==> src/rtl/tlgs_pkg.sv <==
// Shared types and codes for the two-local gate sequencer.
`default_nettype none

package tlgs_pkg;

  // Gate codes on the result channel
  typedef enum logic [2:0] {
    OP_RY  = 3'd0,
    OP_RX  = 3'd1,
    OP_RZ  = 3'd2,
    OP_CX  = 3'd3,
    OP_CZ  = 3'd4,
    OP_CRX = 3'd5
  } op_t;

  // Entangling patterns
  typedef enum logic [2:0] {
    PAT_FULL     = 3'd0,
    PAT_LINEAR   = 3'd1,
    PAT_CIRCULAR = 3'd2,
    PAT_PAIRWISE = 3'd3,
    PAT_DOUBLE   = 3'd4,
    PAT_SHIFTED  = 3'd5
  } pat_t;

  // Entangler codes
  localparam logic [1:0] ENT_CX  = 2'd0;
  localparam logic [1:0] ENT_CZ  = 2'd1;
  localparam logic [1:0] ENT_CRX = 2'd2;

  // Register word indexes
  localparam logic [2:0] REG_QUBITS  = 3'd0;
  localparam logic [2:0] REG_LAYERS  = 3'd1;
  localparam logic [2:0] REG_ROT     = 3'd2;
  localparam logic [2:0] REG_ENT     = 3'd3;
  localparam logic [2:0] REG_PATTERN = 3'd4;

  localparam int CUR_W   = 6;   // cursors reach the qubit count itself
  localparam int LAYER_W = 10;
  localparam int PIDX_W  = 18;

  // Walk state through the circuit
  typedef struct packed {
    logic               link;   // in an entangling layer
    logic [LAYER_W-1:0] layer;  // entangling layers completed
    logic [CUR_W-1:0]   lmod;   // layer mod qubit count
    logic [CUR_W-1:0]   fc;     // first cursor
    logic [CUR_W-1:0]   sc;     // second cursor
    logic               sr;     // second rotation pending/at work
    logic               odd;    // odd-start pass of double pairwise
    logic [PIDX_W-1:0]  pc;     // running parameter index
  } walk_t;

endpackage

`default_nettype wire

==> src/rtl/two_local_gate_sequencer.sv <==
// Two-local circuit gate sequencer: one gate descriptor per advance request.
`default_nettype none

// Walks a two-local circuit (rotation layer, then layer_count rounds of an
// entangling layer plus a rotation layer) and returns one gate descriptor for
// every request on the input channel. A request with restart set begins the
// circuit again at its first gate; otherwise it advances. Empty entangling
// layers are skipped without a gate, and after the gate flagged last the walk
// wraps to the start. Angle-taking gates carry a running parameter index that
// starts at 0 for each circuit. Throughput is one request per clock cycle
// while out_stall does not hold the result: the whole step (pattern
// selection, cursor advance, layer skip) is one short combinational pass
// from the request register into the result register, which loads the
// result once it is free. The request register and the result
// register each hold one entry, so one request can be taken while a result
// waits on out_stall. Any register write rewinds the walk and clears the
// parameter index; write registers only while idle.
// Qubit counts below 2 act as 2, above MAX_QUBITS as MAX_QUBITS; layer counts
// above MAX_LAYERS act as MAX_LAYERS; entangler code 3 acts as CX and pattern
// codes 6 and 7 act as full.
module two_local_gate_sequencer #(
  parameter int MAX_QUBITS = 16,
  parameter int MAX_LAYERS = 1024
) (
  input  logic        clk,
  input  logic        rst,
  // configuration
  input  logic        psel,
  input  logic        penable,
  input  logic        pwrite,
  input  logic [4:0]  paddr,
  input  logic [31:0] pwdata,
  output logic [31:0] prdata,
  output logic        pready,
  // requests
  input  logic        in_valid,
  output logic        in_stall,
  input  logic        restart,
  // results
  output logic        out_valid,
  input  logic        out_stall,
  output logic [2:0]  gate_op,
  output logic [3:0]  qubit_a,
  output logic [3:0]  qubit_b,
  output logic [17:0] param_index,
  output logic        uses_param,
  output logic        last
);
  import tlgs_pkg::*;

  // Count registers can only hold 31 qubits / 1023 layers.
  localparam int QCAP = (MAX_QUBITS > 31) ? 31 : MAX_QUBITS;
  localparam int LCAP = (MAX_LAYERS > 1023) ? 1023 : MAX_LAYERS;

  // configuration registers
  logic [4:0] qubit_count;
  logic [9:0] layer_count;
  logic [1:0] rotation_mode;
  logic [1:0] entangler_gate;
  logic [2:0] entangle_pattern;

  logic       cfg_wr;
  logic [2:0] cfg_idx;
  logic       cfg_hit;

  // request register, walk state, result register
  logic       in_full;
  logic       in_restart;
  walk_t      st;
  walk_t      st_next;
  logic       out_free;
  logic       fire;

  // effective settings
  logic [CUR_W-1:0]   n_eff;
  logic [LAYER_W-1:0] layers_eff;
  pat_t               pat;
  op_t                ent_op;

  // step results
  op_t                op_next;
  logic [CUR_W-1:0]   qa_next;
  logic [CUR_W-1:0]   qb_next;
  logic [PIDX_W-1:0]  pidx_next;
  logic               uses_next;
  logic               last_next;

  assign pready  = 1'b1;
  assign cfg_wr  = psel && penable && pwrite && pready;
  assign cfg_idx = paddr[4:2];
  assign cfg_hit = cfg_wr && (cfg_idx <= REG_PATTERN);

  always_ff @(posedge clk) begin
    if (rst) begin
      qubit_count      <= 5'd2;
      layer_count      <= 10'd1;
      rotation_mode    <= '0;
      entangler_gate   <= ENT_CX;
      entangle_pattern <= PAT_FULL;
    end else if (cfg_wr) begin
      unique case (cfg_idx)
        REG_QUBITS:  qubit_count      <= pwdata[4:0];
        REG_LAYERS:  layer_count      <= pwdata[9:0];
        REG_ROT:     rotation_mode    <= pwdata[1:0];
        REG_ENT:     entangler_gate   <= pwdata[1:0];
        REG_PATTERN: entangle_pattern <= pwdata[2:0];
        default: ;
      endcase
    end
  end

  always_comb begin
    unique case (cfg_idx)
      REG_QUBITS:  prdata = {27'd0, qubit_count};
      REG_LAYERS:  prdata = {22'd0, layer_count};
      REG_ROT:     prdata = {30'd0, rotation_mode};
      REG_ENT:     prdata = {30'd0, entangler_gate};
      REG_PATTERN: prdata = {29'd0, entangle_pattern};
      default:     prdata = '0;
    endcase
  end

  // Clamp settings.
  always_comb begin
    if (qubit_count < 5'd2) begin
      n_eff = CUR_W'(2);
    end else if (qubit_count > 5'(QCAP)) begin
      n_eff = CUR_W'(QCAP);
    end else begin
      n_eff = CUR_W'(qubit_count);
    end
    layers_eff = (layer_count > 10'(LCAP)) ? 10'(LCAP) : layer_count;
    pat        = (entangle_pattern > 3'(PAT_SHIFTED)) ? PAT_FULL : pat_t'(entangle_pattern);
    unique case (entangler_gate)
      ENT_CZ:  ent_op = OP_CZ;
      ENT_CRX: ent_op = OP_CRX;
      default: ent_op = OP_CX;
    endcase
  end

  // Does the entangling layer still have a gate at cursor f?
  function automatic logic link_ok(pat_t p, logic [CUR_W-1:0] n, logic [CUR_W-1:0] f);
    logic r;
    if (p == PAT_CIRCULAR || p == PAT_SHIFTED) begin
      r = f < n;
    end else begin
      r = ({1'b0, f} + 1'b1) < {1'b0, n};
    end
    return r;
  endfunction

  // Close an entangling layer and open the next rotation layer.
  function automatic walk_t end_link(walk_t x, logic [CUR_W-1:0] n);
    walk_t   y;
    logic [CUR_W-1:0] lm_inc;
    y      = x;
    lm_inc = x.lmod + 1'b1;
    y.layer = x.layer + 1'b1;
    y.lmod  = (lm_inc == n) ? '0 : lm_inc;
    y.link  = 1'b0;
    y.fc    = '0;
    y.sr    = 1'b0;
    return y;
  endfunction

  // One step of the walk.
  always_comb begin
    walk_t            s;
    logic [CUR_W-1:0] fc_inc;
    logic [CUR_W:0]   diff;
    s         = in_restart ? '0 : st;
    st_next   = s;
    op_next   = OP_RY;
    qa_next   = s.fc;
    qb_next   = '0;
    pidx_next = '0;
    uses_next = 1'b0;
    last_next = 1'b0;
    fc_inc    = s.fc + 1'b1;
    diff      = {1'b0, s.fc} - {1'b0, s.lmod};

    if (!s.link) begin
      // rotation gate
      op_next    = s.sr ? OP_RZ : (rotation_mode[0] ? OP_RX : OP_RY);
      uses_next  = 1'b1;
      pidx_next  = s.pc;
      st_next.pc = s.pc + 1'b1;
      if (rotation_mode[1] && !s.sr) begin
        st_next.sr = 1'b1;
      end else begin
        st_next.sr = 1'b0;
        st_next.fc = fc_inc;
        if (fc_inc >= n_eff) begin
          if (s.layer >= layers_eff) begin
            last_next = 1'b1;
            st_next   = '0;
          end else begin
            // open the entangling layer
            st_next.link = 1'b1;
            st_next.odd  = (pat == PAT_PAIRWISE) ? s.layer[0] : (pat == PAT_DOUBLE);
            st_next.fc   = CUR_W'(st_next.odd);
            st_next.sc   = CUR_W'(st_next.odd) + 1'b1;
            if (pat == PAT_DOUBLE && !link_ok(pat, n_eff, st_next.fc)) begin
              st_next.odd = 1'b0;
              st_next.fc  = '0;
              st_next.sc  = CUR_W'(1);
            end
            if (!link_ok(pat, n_eff, st_next.fc)) begin
              st_next = end_link(st_next, n_eff);
            end
          end
        end
      end
    end else begin
      // entangling gate
      op_next = ent_op;
      unique case (pat)
        PAT_FULL: begin
          qb_next = s.sc;
        end
        PAT_CIRCULAR: begin
          qb_next = (fc_inc >= n_eff) ? '0 : fc_inc;
        end
        PAT_SHIFTED: begin
          qa_next = diff[CUR_W] ? (diff[CUR_W-1:0] + n_eff) : diff[CUR_W-1:0];
          qb_next = (qa_next == '0) ? (n_eff - 1'b1) : (qa_next - 1'b1);
        end
        default: begin
          qb_next = fc_inc;
        end
      endcase
      if (entangler_gate == ENT_CRX) begin
        uses_next  = 1'b1;
        pidx_next  = s.pc;
        st_next.pc = s.pc + 1'b1;
      end
      // advance the cursors
      unique case (pat)
        PAT_FULL: begin
          st_next.sc = s.sc + 1'b1;
          if (st_next.sc >= n_eff) begin
            st_next.fc = fc_inc;
            st_next.sc = fc_inc + 1'b1;
          end
        end
        PAT_PAIRWISE: begin
          st_next.fc = s.fc + CUR_W'(2);
        end
        PAT_DOUBLE: begin
          st_next.fc = s.fc + CUR_W'(2);
          if (s.odd && ({1'b0, st_next.fc} + 1'b1) >= {1'b0, n_eff}) begin
            st_next.odd = 1'b0;
            st_next.fc  = '0;
          end
        end
        default: begin
          st_next.fc = fc_inc;
        end
      endcase
      if (!link_ok(pat, n_eff, st_next.fc)) begin
        st_next = end_link(st_next, n_eff);
      end
    end
  end

  assign out_free = !out_valid || !out_stall;
  assign fire     = in_full && out_free;
  assign in_stall = in_full && !out_free;

  always_ff @(posedge clk) begin
    if (rst) begin
      in_full   <= 1'b0;
      out_valid <= 1'b0;
      st        <= '0;
    end else begin
      if (in_valid && !in_stall) begin
        in_full <= 1'b1;
      end else if (fire) begin
        in_full <= 1'b0;
      end
      if (fire) begin
        out_valid <= 1'b1;
      end else if (!out_stall) begin
        out_valid <= 1'b0;
      end
      if (cfg_hit) begin
        st <= '0;
      end else if (fire) begin
        st <= st_next;
      end
    end
  end

  // payload registers
  always_ff @(posedge clk) begin
    if (in_valid && !in_stall) begin
      in_restart <= restart;
    end
    if (fire) begin
      gate_op     <= op_next;
      qubit_a     <= qa_next[3:0];
      qubit_b     <= qb_next[3:0];
      param_index <= pidx_next;
      uses_param  <= uses_next;
      last        <= last_next;
    end
  end

  // The final gate of a circuit is always a rotation.
  assert property (@(posedge clk) disable iff (rst)
    (out_valid && last) |-> (uses_param && (gate_op == OP_RY || gate_op == OP_RX ||
                                            gate_op == OP_RZ)))
    else $error("last flag on a non-rotation gate");

  // Single-qubit gates carry no second qubit.
  assert property (@(posedge clk) disable iff (rst)
    (out_valid && (gate_op == OP_RY || gate_op == OP_RX || gate_op == OP_RZ)) |->
      (qubit_b == 4'd0))
    else $error("rotation gate with nonzero second qubit");

  // Issuing the final gate rewinds the walk.
  assert property (@(posedge clk) disable iff (rst)
    (fire && last_next && !cfg_hit) |=> (st.pc == '0 && !st.link && st.layer == '0))
    else $error("walk not rewound after final gate");

  // The completed layer count never passes the configured count.
  assert property (@(posedge clk) disable iff (rst)
    st.layer <= layers_eff)
    else $error("layer index beyond layer count");

endmodule

`default_nettype wire
==> config.mk <==
export PLATFORM = sky130hd
export DESIGN_NAME = two_local_gate_sequencer
export DESIGN_NICKNAME = d
export VERILOG_FILES = /design/src/rtl/tlgs_pkg.sv /design/src/rtl/two_local_gate_sequencer.sv
export SDC_FILE = /design/constraint.sdc
export NUM_CORES = 1
export LEC_CHECK = 0
export BUFFER_PORTS_ARGS = -buffer_cell sky130_fd_sc_hd__buf_2
export CAP_MARGIN = 5
export CORE_MARGIN = 2
export CORE_UTILIZATION = 60
export DETAILED_ROUTE_END_ITERATION = 16
export GPL_TIMING_DRIVEN = 1
export MAX_ROUTING_LAYER = met4
export PLACE_DENSITY_LB_ADDON = 0.05
export SLEW_MARGIN = 30
export SYNTH_ARGS = -nofsm -noshare
export SYNTH_HDL_FRONTEND = slang
export SYNTH_SLANG_ARGS = --single-unit
==> constraint.sdc <==
create_clock -name clk -period 16.5 [get_ports clk]
set_input_delay 1.65 -clock clk [delete_from_list [all_inputs] [get_ports clk]]
set_output_delay 1.65 -clock clk [all_outputs]
set_load 0.01 [all_outputs]
==> results of run 1 <==
-- sequential cells by signal, indices dropped and copies added, names as in the netlist --
register,cells
st,49
uses_param,1
in_restart,1
qubit_count,5
in_full,1
rotation_mode,2
out_valid,1
qubit_a,4
entangle_pattern,3
param_index,18
qubit_b,4
last,1
layer_count,10
entangler_gate,2
gate_op,3
-- how the worst max path moves through the flow --
stage | start | endpoint
6_report | in_restart | st[35]
5_1_grt | in_restart | st[35]
4_1_cts | in_restart | st[35]
3_5_place_dp | in_restart | st[35]
3_3_place_gp | in_restart | st[35]
2_1_floorplan | in_restart | st[34]
-- worst max-delay path, delay by kind of cell, from the launching register on --
kind / cells / cell delay, ns
compound gates: 12 / 2.38
xor+xnor: 1 / 0.17
fa+ha+maj: 4 / 1.12
buf+inv: 2 / 0.81
flops: 1 / 0.33
mux: 1 / 0.22
simple gates: 9 / 1.77
-- final cells by class --
cell class	instances	area share (%)
tap	180	2.502
timing repair buffer	76	4.587
multi-input combinational	880	60.83
inverter	39	1.626
sequential	105	26.91
clock inverter	7	1.043
clock buffer	9	2.502
-- power by group --
group / total [mW] / switching [mW] / internal, mW
Sequential: 0.277 / 0.00552 / 0.272
Combinational: 0.110 / 0.0728 / 0.0373
Clock: 0.232 / 0.109 / 0.122
-- cell usage in the layout (no fill, tap or decap), types with 11 or more instances in the layout --
cell type,n
a21oi_1,83
a22oi_1,11
and2_1,31
and3_1,16
buf_2,63
buf_4,13
conb_1,23
dfxtp_1,73
edfxtp_1,32
ha_1,58
inv_1,36
mux2i_1,22
nand2_1,112
nand2b_1,16
nand3_1,31
nor2_1,134
nor2b_1,34
nor3_1,18
o21ai_0,78
xnor2_1,20
xor2_1,19
-- routing by layer --
layer	share of wire (%)	GRT usage, %	up-vias
met5	0	-	-
met4	2.0	10.20	0
met3	8.0	5.758	46
met2	44	46.68	373
met1	45	43.33	3649
li1	-	-	3877
-- cell usage after synthesis, drive strengths merged, types with 5 or more instances --
| library cell | count |
|---|---|
| a211oi | 6 |
| a221oi | 9 |
| clkbuf | 41 |
| o22ai | 7 |
| nor3 | 18 |
| nand4 | 10 |
| or2 | 8 |
| a21oi | 86 |
| o21bai | 6 |
| nand2b | 17 |
| a22oi | 11 |
| and2 | 32 |
| xnor2 | 20 |
| a31oi | 7 |
| dfxtp | 73 |
| nor2 | 135 |
| o311ai | 5 |
| nor3b | 7 |
| and3 | 16 |
| mux2 | 5 |
| nor2b | 35 |
| a22o | 5 |
| o31ai | 5 |
| o21ai | 85 |
| o21a | 5 |
| nand2 | 113 |
| mux2i | 23 |
| xor2 | 19 |
| buf | 38 |
| o211ai | 6 |
| or3 | 5 |
| inv | 39 |
| edfxtp | 32 |
| ha | 58 |
| nand3 | 31 |
| nor4 | 5 |
-- kinds of logic after synthesis --
kind of cell             synth area share, %
XOR/XNOR                               4.082
flip-flops                             28.95
other                                0.08975
multiplexers                           3.514
AO/OA/AOI/OAI                          21.76
AND/OR/NAND/NOR                        25.93
buffers and inverters                  6.654
adder cells (fa/ha/maj)                9.031
==> impl_results.md, run 1 <==
* CTS tree: built
* Top_reg_cell synth: dfxtp_1
* Slew HR at around 40%
* Aggregate global routing overflow at 0
* Slowest CP cell: buf_4
* Hold Crit Class: reg -> reg
* Die Wd at approximately 120 um
* Initial antenna violation count at 0
* Residual DRC count at 0
* Pre-antenna DRT Iters at 6
* Post-synth EDFFs at 32
* YS warnings at 0
* Placed cells at 1280
* Area taken by flip-flops and latches at about 0.0024 sq mm
* Wirelength per Cell at 17.40 um
* CP Launch Type: register
* Cts repair resizes at 0
* Top cells by area, synth: dfxtp_1 17%, edfxtp_1 11%, ha_1 8.7%
* Post-CTS setup buffers at 0
* Critical R2R Launch: in_restart
* Root Buffer: clkbuf_16
* Final worst setup slack at about 9.6 ns
* MaxCap Viol Count at 0
* Placed cell area at between 0.008 and 0.009 sq mm
* Crit. End Element: register
* Post-route ant nets at 0
* Period utilization at a little over two fifths
* Ant diodes at 0
* Crit-path max cell delay at around 0.58 ns
* # port buffers at between 60 and 70
* First-pass GRT wire length at between 30000 and 40000 um
* Post-Layout Inst Area at between 0.009 and 0.01 sq mm
* Top cell type's share of synthesized area at between 15 and 20%
* Post-synth cell types at 84
* Setup TNS at 0 ns
* Routed vias at approximately 7900
* Mapped Cells at approximately 1100
* GRT Resource Usage Total at roughly a third
* Worst slew pin tran at approximately 0.90 ns
* Share of cells above drive strength 1 at a little under an eighth
* Area Growth Syn to Fin at 7.566%
* Critical path fanouts, max at 71
* Lkg Pwr at roughly 3.7 nW
* Clock sink count at 105
* Vias in the first global route at approximately 7000
* Clock-pin slew on the worst setup and hold paths at about 0.08 ns
* Area leader, netlist: dfxtp_1
* R2R depth at 29
* Setup-failing EPs final at 0
* Final Skew at slightly below 0.009 ns
* Critical path arrival at roughly 7.2 ns
* Mean area per synthesized cell at between 7 and 8 sq um
* IO Count at 111
* H-tree depth at 3
* RSZ-0062 raised after global routing: no
* Final GP Congestion at about 0.95
* WS Path Type: reg -> reg
* VDD IR max at around 0.053 mV
* Final WL at ~23000 um
* Area of the mapped netlist at 0.008368 sq mm
* Clock Latency Late Sink at 0.36 ns
* Seq cells post-synth at approximately 110
* Initial core utilization at between 60% and 70%
* Hold depth at 2
* Total chip power at 0.6186 mW
* Hold_ws at approximately 0.47 ns
* Worst r2r dst: st[35]
* First DRT Iteration DRCs at around 860
* Multi-input gate area at between 0.005 and 0.006 sq mm
* Post-synthesis sequential area ratio at slightly below 30%
* Worst reg-to-reg setup slack at approximately 9.6 ns
* Row cnt at 43
* Clock buffer depth at 2
* DIE HEIGHT at 122.1 um
* Vias per inst at between 6 and 7
* Pin count of the biggest net entering global routing at 79
* Critical Path RT at between 15 and 20 ns
* Fillcell total at 1259
* Core area at 0.01377 sq mm
* Final HPWL from detailed placement at between 15000 and 20000 um
* Core Util, Final at 65.35%
* Setup WS pre-CTS at around 9.7 ns
* Hold Path End: layer_count[9]
* Fin crit period at 6.944 ns
* Outcome: completed
* Min-delay src: layer_count[9]
* Max Transition Viols Final at 0
* Power per cell area at a little under 70 mW/mm^2
* Fin nets at 1215
* Fmax at between 100 and 150 MHz
* Final Hold Vio Count at 0
* Total die area at around 0.015 sq mm
* TritonCTS buffer count at 9
* Fraction of registers with async set/reset at 0%
* CTS hold repair buffers at 0
* Cell Count, Final, Fillers Out at ~1300
No activity file was read; power rests on OpenSTA's default activity.
==> run 2: changes to the inputs <==
- CORE_UTILIZATION: 60 -> 59
- clock period: 16.5 -> 6.9 ns (I/O delays scaled with it)
==> run 2 against run 1 <==
  * Clock-buffer cell count stayed put
  * Maximum frequency is 11% higher
  * Clock skew is 0.0059 ns higher
  * Sequential power is 140% higher
  * Global-route usage hardly changed
  * Power is 140% higher
  * Die area is 1.6% higher
  * Non-clock buffer count is 13 higher
  * Clock power is 130% higher
  * Largest cell class unchanged
  * Largest power group unchanged
  * Highest routed layer unchanged
==> impl_results.md, run 2 (synthesis results as in run 1) <==
* Crit-path max cell delay at 0.52 ns (-0.06 ns)
* Initial core utilization at 60.28% (-0.47 points)
* Share of cells above drive strength 1 at 12.75% (+1.4 points)
* Aggregate global routing overflow at 0 (unchanged)
* TritonCTS buffer count at 9 (unchanged)
* Wirelength per Cell at 17.44 um (+0.23%)
* H-tree depth at 3 (unchanged)
* First-pass GRT wire length at 36760 um (+1.5%)
* Critical path arrival at 6.57 ns (-0.63 ns)
* Fin crit period at 6.279 ns (-0.6653 ns)
* Hold Crit Class: reg -> reg
* Cell Count, Final, Fillers Out at 1309 (+1.0%)
* Post-CTS setup buffers at 0 (unchanged)
* Clock sink count at 105 (unchanged)
* Largest registers: st: 49 flops, param_index: 18 flops, layer_count: 10 flops
* Setup TNS at 0 ns (unchanged)
* Crit path buf inv count at 2 (unchanged)
* Setup WS pre-CTS at 0.6432 ns (-9.099 ns)
* Top reg by flops: st
* Routed vias at 8014 (+0.87%)
* Max reg flops at 49 (unchanged)
* DIE HEIGHT at 123.1 um (+0.81%)
* Final Hold Vio Count at 0 (unchanged)
* Clock-pin slew on the worst setup and hold paths at 0.08 ns (about the same)
* Area Growth Syn to Fin at 8.941%
* Die Wd at 123.1 um (+0.81%)
* Total die area at 0.01515 sq mm (+1.6%)
* Lkg Pwr at 3.724 nW (+1.7%)
* Slowest CP cell: edfxtp_1
* Vias per inst at 6.122 (-0.13%)
* Commonest non-fill, non-tap cell in the layout: nor2_1
* RSZ-0062 raised after global routing: no
* MaxCap Viol Count at 0 (unchanged)
* Max Transition Viols Final at 0 (unchanged)
* CTS tree: built
* Pre-antenna DRT Iters at 5 (-1)
* Fillcell total at 1287 (+2.2%)
* Post-route ant nets at 0 (unchanged)
* Clock buffer depth at 2 (unchanged)
* Final worst setup slack at 0.6209 ns (-8.935 ns)
* Clock Latency Late Sink at 0.36 ns (about the same)
* Pin count of the biggest net entering global routing at 47 (-41%)
* Crit. End Element: register
* IO Count at 111 (unchanged)
* Most frequent cells in the layout: 134 x nor2_1, 111 x nand2_1, 83 x a21oi_1
* Final Skew at 0.01478 ns (+0.005906 ns)
* Critical Path RT at 7.19 ns (-9.56 ns)
* Vias in the first global route at 7111 (+1.1%)
* WS Path Type: reg -> reg
* Initial antenna violation count at 0 (unchanged)
* Setup-failing EPs final at 0 (unchanged)
* Residual DRC count at 0 (unchanged)
* Worst slew pin tran at 1.018 ns (+0.1168 ns)
* Row cnt at 43 (unchanged)
* Slew HR at 31.99% (-7.7 points)
* Ant diodes at 0 (unchanged)
* Core area at 0.01388 sq mm (+0.78%)
* Placed cell area at 0.008780 sq mm (+1.1%)
* First DRT Iteration DRCs at 910 (+5.4%)
* GRT Resource Usage Total at 31.50% (+0.050 points)
* Post-Layout Inst Area at 0.009116 sq mm (+1.3%)
* Final WL at 22830 um (+1.2%)
* Placed cells at 1293 (+1.0%)
* CP Launch Type: register
* Root Buffer: clkbuf_16
* Total chip power at 1.463 mW (+140%)
* Fmax at 159.3 MHz (+11%)
* # port buffers at 63 (unchanged)
* Fin nets at 1228 (+1.1%)
* VDD IR max at 0.1043 mV (+96%)
* Outcome: completed
* Hold_ws at 0.4651 ns (-0.001749 ns)
* Power per cell area at 160.5 mW/mm^2 (+130%)
* Core Util, Final at 65.68% (+0.32 points)
* Crit-path leading delay family: compound AO/OA/AOI/OAI gates
* Final HPWL from detailed placement at 16680 um (+4.7%)
* Final GP Congestion at 0.9666 (+1.8%)
* Critical path fanouts, max at 29 (-59%)
* Period utilization at 91.00% (+49 points)
[run 2: power breakdown]
group	internal, mW	total, mW	leakage (nW)	switching [mW]
logic	0.0937	0.274	2.69	0.180
registers	0.649	0.659	0.883	0.00997
clock network	0.260	0.530	0.148	0.270
[run 2: metal layers]
layer	vias to the layer above	routed length, um	GRT usage, %
met5	-	0	-
met4	0	516	9.730
met3	47	2111	6.827
met2	369	9668	44.85
met1	3689	10530	44.57
li1	3909	-	-
[run 2: final timing paths]
kind / from / to / slack, ns / depth (start not counted)
min reg2reg: layer_count[8] / layer_count[8] / 0.47 / 2
min: layer_count[8] / layer_count[8] / 0.47 / 2
max reg2reg: in_restart / st[35] / 0.62 / 26
max: in_restart / st[35] / 0.62 / 26
[run 2: layout make-up]
| type | count | area (sq um) | area share [%] |
|---|---|---|---|
| multi-input combinational | 880 | 5508 | 60.42 |
| sequential | 105 | 2422 | 26.57 |
| timing repair buffer | 89 | 510.5 | 5.600 |
| clock buffer | 9 | 225.2 | 2.470 |
| tap | 180 | 225.2 | 2.470 |
| inverter | 39 | 146.4 | 1.606 |
| clock inverter | 7 | 78.83 | 0.8647 |
[run 2: repair_timing]
action / 4_1_cts / 5_1_grt
hold buffers: 0 / 0
resized for setup: 0 / 5
setup endpoints to repair: 0 / 13
[run 2: worst min-delay path, cell delays in order (launching register included)]
cell	delay [ns]
dfxtp_1	0.32
nand2_1	0.05
a21oi_1	0.05
